--- config.mk ---
export PLATFORM = sky130hd
export DESIGN_NAME = four_channel_sequential_timer_relay_top
export DESIGN_NICKNAME = d
export VERILOG_FILES = /design/src/rtl/fcstr_pkg.sv /design/src/rtl/four_channel_sequential_timer_relay_top.sv
export SDC_FILE = /design/constraint.sdc
export NUM_CORES = 1
export LEC_CHECK = 0
export CORE_UTILIZATION = 65
export CTS_BUF_LIST = sky130_fd_sc_hd__clkbuf_8
export CTS_CLUSTER_SIZE = 30
export DETAILED_ROUTE_END_ITERATION = 12
export DONT_BUFFER_PORTS = 1
export PLACE_DENSITY_LB_ADDON = 0.1
export SETUP_SLACK_MARGIN = 0.02
export SYNTH_ARGS = -nofsm -noshare
export SYNTH_HDL_FRONTEND = slang
export SYNTH_SLANG_ARGS = --single-unit
--- constraint.sdc ---
create_clock -name clk -period 7.7 [get_ports clk]
set_input_delay 0.77 -clock clk [delete_from_list [all_inputs] [get_ports clk]]
set_output_delay 0.77 -clock clk [all_outputs]
set_load 0.1 [all_outputs]
--- src/rtl/fcstr_pkg.sv ---
package fcstr_pkg;

  typedef enum logic [2:0] {
    PH_IDLE  = 3'b001,
    PH_TIMED = 3'b010,
    PH_RC    = 3'b100
  } phase_t;

  typedef enum logic [1:0] {
    KIND_FIXED = 2'd1,
    KIND_SEL   = 2'd2,
    KIND_RC    = 2'd3
  } kind_t;

  localparam logic [1:0] MODE_TICK  = 2'd0;
  localparam logic [1:0] MODE_START = 2'd1;
  localparam logic [1:0] MODE_STOP  = 2'd2;

  localparam logic [0:0] REG_TICKS_PER_UNIT = 1'b0;
  localparam logic [15:0] TICKS_PER_UNIT_RST = 16'd5000;

  localparam int MAX_INPUT_CH = 4;

  localparam logic [9:0] FIXED_ABOVE = 10'd766;
  localparam logic [9:0] RC_BELOW    = 10'd256;

  localparam logic [9:0] SEL_BOUND [7] = '{
    10'd71, 10'd218, 10'd364, 10'd511, 10'd656, 10'd802, 10'd947
  };

  function automatic logic [6:0] sel_units(input logic [2:0] band);
    logic [6:0] u;
    case (band)
      3'd0:    u = 7'd2;
      3'd1:    u = 7'd4;
      3'd2:    u = 7'd6;
      3'd3:    u = 7'd12;
      3'd4:    u = 7'd24;
      3'd5:    u = 7'd36;
      3'd6:    u = 7'd60;
      default: u = 7'd120;
    endcase
    return u;
  endfunction

endpackage

--- src/rtl/four_channel_sequential_timer_relay_top.sv ---
// latency: the result beat of an accepted event is valid in the cycle after acceptance
// throughput: one event per cycle; in_ready stays high while the result register is empty
//   or its beat is taken in the same cycle
// all event decoding, channel setup and counter updates sit between the state registers
// reset (synchronous, active high): sequencer idle, end level low, ticks_per_unit 5000
module four_channel_sequential_timer_relay_top #(
  parameter int CHANNELS = 4
) (
  input  logic        clk,
  input  logic        rst,
  input  logic        psel,
  input  logic        penable,
  input  logic        pwrite,
  input  logic [2:0]  paddr,
  input  logic [31:0] pwdata,
  output logic [31:0] prdata,
  output logic        pready,
  input  logic        in_valid,
  output logic        in_ready,
  input  logic [1:0]  mode,
  input  logic        bypass_level,
  input  logic [3:0]  enable_mask,
  input  logic [9:0]  type_code_0,
  input  logic [9:0]  type_code_1,
  input  logic [9:0]  type_code_2,
  input  logic [9:0]  type_code_3,
  input  logic [9:0]  value_code_0,
  input  logic [9:0]  value_code_1,
  input  logic [9:0]  value_code_2,
  input  logic [9:0]  value_code_3,
  input  logic        rc_ready_level,
  output logic        out_valid,
  input  logic        out_ready,
  output logic [3:0]  control_on,
  output logic        end_out,
  output logic        rc_start_pulse,
  output logic        busy_res,
  output logic [1:0]  active_index,
  output logic [6:0]  units_left
);
  import fcstr_pkg::*;

  localparam int USED_CH = (CHANNELS < MAX_INPUT_CH) ? CHANNELS : MAX_INPUT_CH;
  localparam int IDX_W   = (USED_CH > 1) ? $clog2(USED_CH) : 1;

  logic [15:0] ticks_per_unit;
  logic [15:0] limit;

  phase_t      phase, phase_next;
  logic [1:0]  cur, cur_next;
  logic [3:0]  en_ch, en_ch_next;
  kind_t       kind  [USED_CH];
  logic [6:0]  units [USED_CH];
  logic [6:0]  unit_cnt, unit_cnt_next;
  logic [15:0] tick_cnt, tick_cnt_next;
  logic        end_lvl, end_lvl_next;

  logic [9:0]  tc [MAX_INPUT_CH];
  logic [9:0]  vc [MAX_INPUT_CH];
  kind_t       kind_new  [USED_CH];
  logic [6:0]  units_new [USED_CH];

  logic        accept;
  logic        start;
  logic        do_setup;
  logic        pulse;
  logic [2:0]  from;
  logic [3:0]  src_en;
  logic        found;
  logic [IDX_W-1:0] sel_idx;
  kind_t       sel_kind;
  logic [6:0]  sel_u;
  logic [16:0] tick_inc;
  logic [6:0]  uc_dec;
  logic        busy_next;

  // config port
  assign pready = 1'b1;
  assign limit  = (ticks_per_unit == 16'd0) ? 16'd1 : ticks_per_unit;

  always_comb begin
    prdata = 32'd0;
    if (paddr[2] == REG_TICKS_PER_UNIT) begin
      prdata = {16'd0, ticks_per_unit};
    end
  end

  always_ff @(posedge clk) begin
    if (rst) begin
      ticks_per_unit <= TICKS_PER_UNIT_RST;
    end else if (psel && penable && pwrite && pready && paddr[2] == REG_TICKS_PER_UNIT) begin
      ticks_per_unit <= pwdata[15:0];
    end
  end

  // handshake
  assign in_ready = !out_valid || out_ready;
  assign accept   = in_valid && in_ready;

  // channel classification from the start beat
  assign tc[0] = type_code_0;
  assign tc[1] = type_code_1;
  assign tc[2] = type_code_2;
  assign tc[3] = type_code_3;
  assign vc[0] = value_code_0;
  assign vc[1] = value_code_1;
  assign vc[2] = value_code_2;
  assign vc[3] = value_code_3;

  always_comb begin
    logic [2:0] band;
    for (int c = 0; c < USED_CH; c++) begin
      band = 3'd0;
      for (int j = 0; j < 7; j++) begin
        band = band + 3'(vc[c] > SEL_BOUND[j]);
      end
      if (tc[c] > FIXED_ABOVE) begin
        kind_new[c]  = KIND_FIXED;
        units_new[c] = 7'd1;
      end else if (tc[c] < RC_BELOW) begin
        kind_new[c]  = KIND_RC;
        units_new[c] = 7'd0;
      end else begin
        kind_new[c]  = KIND_SEL;
        units_new[c] = sel_units(band);
      end
    end
  end

  // next enabled channel search
  assign start  = (mode == MODE_START) && (phase == PH_IDLE) && bypass_level;
  assign from   = start ? 3'd0 : ({1'b0, cur} + 3'd1);
  assign src_en = start ? enable_mask : en_ch;

  always_comb begin
    found   = 1'b0;
    sel_idx = '0;
    for (int i = USED_CH - 1; i >= 0; i--) begin
      if (src_en[i] && (i >= int'(from))) begin
        found   = 1'b1;
        sel_idx = IDX_W'(i);
      end
    end
  end

  assign sel_kind = start ? kind_new[sel_idx]  : kind[sel_idx];
  assign sel_u    = start ? units_new[sel_idx] : units[sel_idx];

  assign tick_inc = {1'b0, tick_cnt} + 17'd1;
  assign uc_dec   = (unit_cnt != 7'd0) ? (unit_cnt - 7'd1) : unit_cnt;

  always_comb begin
    phase_next    = phase;
    cur_next      = cur;
    en_ch_next    = en_ch;
    unit_cnt_next = unit_cnt;
    tick_cnt_next = tick_cnt;
    end_lvl_next  = end_lvl;
    do_setup      = 1'b0;
    pulse         = 1'b0;
    case (mode)
      MODE_STOP: begin
        phase_next   = PH_IDLE;
        end_lvl_next = 1'b1;
      end
      MODE_START: begin
        if (phase == PH_IDLE) begin
          if (bypass_level) begin
            end_lvl_next = 1'b0;
            en_ch_next   = enable_mask;
            cur_next     = 2'd0;
            do_setup     = 1'b1;
          end else begin
            end_lvl_next = 1'b1;
          end
        end
      end
      MODE_TICK: begin
        if (phase == PH_TIMED) begin
          if (tick_inc >= {1'b0, limit}) begin
            tick_cnt_next = 16'd0;
            unit_cnt_next = uc_dec;
            if (uc_dec == 7'd0) begin
              do_setup = 1'b1;
            end
          end else begin
            tick_cnt_next = tick_inc[15:0];
          end
        end else if (phase == PH_RC) begin
          if (!rc_ready_level) begin
            do_setup = 1'b1;
          end
        end
      end
      default: begin
      end
    endcase
    if (do_setup) begin
      if (found) begin
        cur_next = 2'(sel_idx);
        if (sel_kind == KIND_RC) begin
          phase_next    = PH_RC;
          unit_cnt_next = 7'd0;
          pulse         = 1'b1;
        end else begin
          phase_next    = PH_TIMED;
          unit_cnt_next = sel_u;
          tick_cnt_next = 16'd0;
        end
      end else begin
        phase_next   = PH_IDLE;
        end_lvl_next = 1'b1;
      end
    end
  end

  assign busy_next = (phase_next != PH_IDLE);

  always_ff @(posedge clk) begin
    if (rst) begin
      phase     <= PH_IDLE;
      cur       <= 2'd0;
      en_ch     <= 4'd0;
      unit_cnt  <= 7'd0;
      tick_cnt  <= 16'd0;
      end_lvl   <= 1'b0;
      out_valid <= 1'b0;
    end else begin
      if (accept) begin
        phase     <= phase_next;
        cur       <= cur_next;
        en_ch     <= en_ch_next;
        unit_cnt  <= unit_cnt_next;
        tick_cnt  <= tick_cnt_next;
        end_lvl   <= end_lvl_next;
        out_valid <= 1'b1;
      end else if (out_ready) begin
        out_valid <= 1'b0;
      end
    end
  end

  always_ff @(posedge clk) begin
    if (accept && start) begin
      for (int c = 0; c < USED_CH; c++) begin
        kind[c]  <= kind_new[c];
        units[c] <= units_new[c];
      end
    end
  end

  // result register
  always_ff @(posedge clk) begin
    if (accept) begin
      control_on     <= busy_next ? (4'b0001 << cur_next) : 4'd0;
      end_out        <= end_lvl_next;
      rc_start_pulse <= pulse;
      busy_res       <= busy_next;
      active_index   <= busy_next ? cur_next : 2'd0;
      units_left     <= (phase_next == PH_TIMED) ? unit_cnt_next : 7'd0;
    end
  end

  a_stop_ends: assert property (@(posedge clk) disable iff (rst)
    (accept && mode == MODE_STOP) |=> (out_valid && end_out && !busy_res))
    else $error("stop beat did not end the sequence");

  a_busy_not_ended: assert property (@(posedge clk) disable iff (rst)
    (out_valid && busy_res) |-> !end_out)
    else $error("end level high while a sequence runs");

  a_pulse_rc: assert property (@(posedge clk) disable iff (rst)
    (out_valid && rc_start_pulse) |-> (busy_res && units_left == 7'd0))
    else $error("rc start pulse outside an rc channel setup");

  a_one_channel: assert property (@(posedge clk) disable iff (rst)
    out_valid |-> (busy_res ? $onehot(control_on) : (control_on == 4'd0)))
    else $error("channel drive does not match busy state");

endmodule
==> metrics.txt, run 1 <==
CTS tree=built; Die W=109 microns; reg2reg end=control_on[2]$_SDFFCE_PN0P_; Setup Skew=0.0106 ns; max-slew violations=0; final setup TNS=0 ns; WP data arrival=5.12 ns; # setup viols final=0; Final Cycle Share=0.636; Total Wirelength=18,400 microns; Yosys top cell by area=edfxtp_1; first-pass iteration count of the detailed router=5; top cells by area, synth=edfxtp_1, dfxtp_1, nand2_1; Worst Reg2Reg Path Length in Cells=15; most frequent cell after synthesis=nand2_1; Mean Syn Cell Area=8.80 sq um; num ports=181; die height=109 microns; Antenna diodes=0; placed cell count=946; Hold-fix buffers, CTS=0; ys flop type=edfxtp_1; Iter 0 DRT Violations=559; CP startpoint kind=register; status=complete, no violations; Yosys reg bits=102; Core Area=11,000 sq um; Buf/Inv on CP=1; CTS buffer count=9; maximum clock rate=0.204 GHz; Yosys cell types=90; top post-synthesis cells by count=nand2_1, nor2_1, edfxtp_1; CP most frequent cell=o21ai_0; Area Overhead vs Synth=3.06%; Worst EP required=7.93 ns; register area share after synthesis=0.346; nets=986; PortBufs=0; grt ovf=0; flop2flop setup slack=2.81 ns; Slew headroom=0.284; Critical Path End Type=register; static leakage=0.00278 uW; Mapped Cells=841; total track usage=0.318; Hold Crit Depth=1; Max Cap Viol=0; Antenna Nets Post-Route=0; VDD IR-drop max=0.000159 V; routed length per instance=19.1 microns; PwrDens=175 nW/um^2; initial antenna violation count=0; share of cells above drive strength 1=0.0949; synthesized area=7400 sq um; CP top delay family=compound AO/OA/AOI/OAI gates; first-pass GRT wire length=29,100 microns; top cell type's share of synthesized area=0.211; Hold Crit Start=rst; CP Max Fanout=12; Hold Crit Endpoint=tick_cnt[13]$_SDFFE_PP0P_; critical-path cell list=ha_1, nand3_2, nor4b_1, nand2_1, xnor2_1, ha_1, a211oi_1, o21ai_0, o21ai_0, nand4_1, o21ai_0, buf_4, nor2_1, a31oi_1, nor2b_1; cts repair resizes=0; detailed placement HPWL=13,900 microns; vias in the first global route=6,059; WS Path Type=reg2reg; Ys Warns=0; root buffer cell=clkbuf_8; Fin. Hold Viols=0; DR vias=6,423; Die Footprint=11,800 sq um; Post-synth EDFFs=52; largest net degree at the start of global routing=40; # rows=38; DR vias/cell=6.68; fin crit period=4.89 ns; clock latency on the worst-skew pair=0.38 ns; Critical R2R Launch=tick_cnt[0]$_SDFFE_PP0P_; postcts setup bufs=0; Initial Utilization=0.674; DRC Markers=0; RSZ-0062 raised after global routing=no; Clock Path Buffers=2; Placer Congestion=0.949; CTS sink count=102; Hold WC Path Type=in2reg; worst slew pin tran=1.07 ns; Slowest-stage cell, CP=o21ai_0; Async SR Flop Fraction=0; H-tree Lvls=3; clock transition at the registers of the reported paths=0.10 ns; max incr delay on CP=0.58 ns; Layout Cells excl Fill=962
[state kept, by name, summed over array words and instances, names as in the netlist]
| signal | cells |
|---|---|
| tick_cnt | 16 |
| units | 28 |
| en_ch | 4 |
| rc_start_pulse | 1 |
| control_on | 4 |
| out_valid | 1 |
| phase | 3 |
| kind | 8 |
| busy_res | 1 |
| cur | 2 |
| end_out | 1 |
| active_index | 2 |
| end_lvl | 1 |
| unit_cnt | 7 |
| ticks_per_unit | 16 |
| units_left | 7 |
[routing by layer]
layer | GRT usage | routed length [microns]
met3 | 0.0693 | 1360
met2 | 0.543 | 9220
met5 | 0 | 0
met1 | 0.396 | 7480
met4 | 0.109 | 311
[layout make-up]
class,instances,area (sq um)
multi-input cells,655,4460
fillers,866,3350
flip-flops and latches,102,2560
well taps,140,175
inverters,45,169
clock buffers,9,124
clock inverters,7,113
repair buffers,4,30.0
[through the flow]
| stage | worst slack, ns | total power, uW | area [sq um] | utilization | hold WS (ns) |
|---|---|---|---|---|---|
| 3_5_place_dp | 2.66 | 941 | 7390 | 0.673 | 0.461 |
| 2_1_floorplan | 3.24 | 899 | 7460 | - | 0.445 |
| 5_1_grt | 2.40 | 1390 | 7630 | 0.695 | 0.419 |
| 4_1_cts | 2.92 | 1340 | 7630 | 0.695 | 0.422 |
| 3_3_place_gp | 2.74 | 933 | 7390 | 0.673 | 0.453 |
| 6_report | 2.81 | 1330 | 7630 | 0.695 | 0.445 |
[cells in the final DEF (no fill, tap or decap), types with 17 or more instances in the layout]
cell	Yosys	final
nand2_1	101	101
nor2_1	73	58
edfxtp_1	52	52
dfxtp_1	50	50
a21oi_1	46	46
inv_1	45	45
o21ai_0	43	43
ha_1	23	23
nor3_1	17	17
mux2i_1	17	17
conb_1	2	17
[worst reg2reg max path, delay by kind of cell, from the launching register on]
| kind | cells | cell delay [ns] |
|---|---|---|
| AO/OA/AOI/OAI | 5 | 1.64 |
| adder cells (fa/ha/maj) | 2 | 0.58 |
| XOR/XNOR | 1 | 0.24 |
| buffers and inverters | 1 | 0.26 |
| AND/OR/NAND/NOR | 6 | 1.56 |
| flip-flops | 1 | 0.44 |
[worst max path at each step]
stage | start | to | slack (ns) | depth (start not counted)
after floorplan | value_code_0[1] | units_left[2]$_SDFFCE_PP0P_ | 3.24 | 15
after global placement | value_code_1[0] | units_left[2]$_SDFFCE_PP0P_ | 2.74 | 14
after detailed placement | value_code_3[1] | units_left[2]$_SDFFCE_PP0P_ | 2.66 | 14
after CTS | tick_cnt[0]$_SDFFE_PP0P_ | control_on[2]$_SDFFCE_PN0P_ | 2.92 | 15
after global routing | tick_cnt[0]$_SDFFE_PP0P_ | control_on[1]$_SDFFCE_PP0P_ | 2.40 | 15
final | tick_cnt[0]$_SDFFE_PP0P_ | control_on[2]$_SDFFCE_PN0P_ | 2.81 | 15
[cells by family (layout without fill, tap and decap cells)]
kind of cell | count (synthesis) | after routing | share of synthesized area
flops | 102 | 102 | 0.346
mux | 28 | 28 | 0.0412
fa+ha+maj | 39 | 39 | 0.0821
buf+inv | 99 | 65 | 0.0649
other cells | 2 | 17 | 0.00101
xor+xnor | 13 | 13 | 0.0154
compound gates | 239 | 239 | 0.230
simple gates | 319 | 319 | 0.219
[power breakdown]
part           switching (uW)  total, uW  leakage [uW]  internal, uW
Combinational             201        296       0.00176          95.6
Clock                     186        400      0.000117           214
Sequential               44.8        637      0.000909           592
Power figures use the tool's default switching activity.
==> inputs of run 2 (changes only) <==
--- a/config.mk
+++ b/config.mk
@@ -5,6 +5,7 @@
 export SDC_FILE = /design/constraint.sdc
 export NUM_CORES = 1
 export LEC_CHECK = 0
+export ABC_AREA = 1
 export CORE_UTILIZATION = 65
 export CTS_BUF_LIST = sky130_fd_sc_hd__clkbuf_8
 export CTS_CLUSTER_SIZE = 30
==> constraint.sdc (replaced) <==
create_clock -name clk -period 4.67 [get_ports clk]
set_input_delay 0.467 -clock clk [delete_from_list [all_inputs] [get_ports clk]]
set_output_delay 0.467 -clock clk [all_outputs]
set_load 0.1 [all_outputs]
==> metrics.txt, run 2 <==
DR vias/cell=5.75 (-14%); num ports=181 (unchanged); DRC Markers=0 (unchanged); Hold-fix buffers, CTS=0 (unchanged); max reg flops=28 (unchanged); vias in the first global route=6,306 (+4.1%); Top reg by flops=units; Antenna diodes=0 (unchanged); RSZ-0062 raised after global routing=no; CTS buffer count=9 (unchanged); clock transition at the registers of the reported paths=0.10 ns (about the same); most frequent cell after synthesis=nand2_1; status=complete, no violations; maximum clock rate=0.249 GHz; Core Area=11,500 sq um (+4.4%); first-pass iteration count of the detailed router=5 (unchanged); initial antenna violation count=0 (unchanged); CP Max Fanout=4 (-8); Critical Path End Type=register; ys flop type=edfxtp_1; DR vias=6,962 (+8.4%); detailed placement HPWL=12,800 microns (-8.4%); xor and xnor area share after synthesis=0.0137 (-0.00165); mux contribution to synthesized area=0 (-0.0412); setup slack after layout=0.652 ns (-2.15 ns); commonest non-fill, non-tap cell in the layout=nand2_1; Initial Utilization=0.668 (-0.00653); largest net degree at the start of global routing=42 (+5.0%); register area share after synthesis=0.335 (-0.0114); WS Path Type=in2reg; Worst EP required=4.92 ns (-3.01 ns); most frequent cells in the layout=nand2_1, inv_1, nand3_1, nor2_1, a21oi_1; cts repair resizes=0 (unchanged); routed length per instance=14.1 microns (-26%); clock latency on the worst-skew pair=0.40 ns (+0.02 ns); Compound-Gate Fraction of Synth Area=0.137 (-0.0924); CP startpoint kind=input port; die height=111 microns (+1.7%); worst slew pin tran=1.09 ns (+0.0162 ns); Total Wirelength=17,100 microns (-7.1%); root buffer cell=clkbuf_8; grt ovf=0 (unchanged); synthesized area=7650 sq um (+3.4%); Iter 0 DRT Violations=596 (+6.6%); Area Overhead vs Synth=2.84%; final core utilization=0.687 (-0.00817); Clock Path Buffers=2 (unchanged); H-tree Lvls=3 (unchanged); Final Cycle Share=0.860; top cells by area, synth=edfxtp_1, dfxtp_1, nand2_1; static leakage=0.00349 uW (+25%); Die W=111 microns (+1.7%); Max Cap Viol=0 (unchanged); WL met2=7670 microns (-17%); Fin Hold WS=0.123 ns (-0.322 ns); Die Footprint=12,200 sq um (+3.3%); top post-synthesis cells by count=nand2_1, inv_1, nor2_1; worst slack, placed=0.293 ns (-2.36 ns); total track usage=0.286 (-0.0317); Post-Synth Adder-Cell Area=0.0794 (-0.00270); # setup viols final=0 (unchanged); Post-synth EDFFs=52 (unchanged); PortBufs=0 (unchanged); Antenna Nets Post-Route=0 (unchanged); share of cells above drive strength 1=0.0712 (-0.0237); Slew headroom=0.273 (-0.0108); postcts setup bufs=0 (unchanged); Fin. Hold Viols=0 (unchanged); largest family of logic cells by synthesized area=simple AND/OR/NAND/NOR gates; nets=1,232 (+25%); Setup Skew=0.0190 ns (+0.00837 ns); VDD IR-drop max=0.000207 V (+30%); max layer used=met4; final setup TNS=0 ns (unchanged); max-slew violations=0 (unchanged); Synth Area in Simple Gates=0.318 (+0.0985); Mapped Cells=1,080 (+28%); top cell type's share of synthesized area=0.204 (-0.00693); WP data arrival=4.27 ns (-0.85 ns); routed wl met3=1160 microns (-15%); fin crit period=4.02 ns; Yosys top cell by area=edfxtp_1; total power draw=2230 uW (+68%); # rows=39 (+2.6%); Yosys reg bits=102 (unchanged); PwrDens=284 nW/um^2 (+62%); CTS sink count=102 (unchanged); Yosys cell types=55 (-39%); Filler Cell Count=1,018 (+18%); first-pass GRT wire length=28,600 microns (-1.6%); Placer Congestion=0.868 (-8.5%); Mean Syn Cell Area=7.09 sq um (-19%); biggest regs=units (28), tick_cnt (16), ticks_per_unit (16); WL met1=7920 microns (+5.9%); Ys Warns=0 (unchanged); CTS tree=built; Hold WC Path Type=in2reg; Async SR Flop Fraction=0 (unchanged)
==> run 2: cell types whose count changed in the layout (fill, tap and decap cells not counted), sizes merged, moves of 13 or more <==
cell,before,now
a21oi,48,61
nor2b,16,0
nand2b,16,0
mux2i,17,0
nand3,15,88
nor2,76,101
nand2,101,270
nand4,11,33
inv,45,162
==> run 2: cells by family after synthesis <==
family,count (synthesis)
AND/OR/NAND/NOR,538
buffers and inverters,210
AO/OA/AOI/OAI,177
flip-flops,102
adder cells (fa/ha/maj),39
XOR/XNOR,12
other,2
==> run 2: worst paths after layout <==
check                      startpoint  depth (start not counted)                     endpoint  slack [ns]
max                   value_code_3[2]                         17  units_left[4]$_SDFFCE_PP0P_        0.65
min                               rst                          1     tick_cnt[4]$_SDFFE_PP0P_        0.12
min reg2reg     en_ch[3]$_SDFFE_PP0P_                          2        en_ch[3]$_SDFFE_PP0P_        0.46
max reg2reg  tick_cnt[0]$_SDFFE_PP0P_                         22  units_left[5]$_SDFFCE_PP0P_        0.66
==> run 2: layout make-up <==
type | instances | area (sq um) | area share
clock inverter | 7 | 48.8 | 0.00620
inverter | 162 | 611 | 0.0776
timing repair buffer | 5 | 37.5 | 0.00477
multi-input combinational | 783 | 4310 | 0.548
tap | 143 | 179 | 0.0227
sequential | 102 | 2560 | 0.325
clock buffer | 9 | 124 | 0.0157
==> run 2: critical path, cell delays in order <==
cell     delay [ns]
or2_2          0.28
a31oi_1        0.13
o31ai_1        0.12
fa_1           0.51
inv_1          0.06
fa_1           0.51
fa_1           0.45
fa_1           0.46
nand2_1        0.10
nor3b_1        0.50
nand2_1        0.12
nand3_1        0.10
nand3_1        0.09
nand2_1        0.07
nand2_1        0.06
and2_0         0.15
nor2_1         0.09
==> run 2: power by group <==
part	internal [uW]	leakage (uW)	total, uW	switching (uW)
sequential	988	0.000891	1070	85.3
clock	195	0.0000851	520	326
combinational	184	0.00251	640	455
total	1370	0.00349	2230	866
==> run 2: layer usage <==
layer  up-vias  track usage
li1       3508            -
met3        24       0.0604
met4         0       0.0836
met1      3156        0.396
met5         -            0
met2       274        0.452
==> run 2: metrics by stage <==
stage / instances / instance area (sq um)
after floorplan: 1095 / 7710
after global placement: 1195 / 7700
after detailed placement: 1195 / 7700
after CTS: 1211 / 7870
after global routing: 1211 / 7870
final: 1211 / 7870
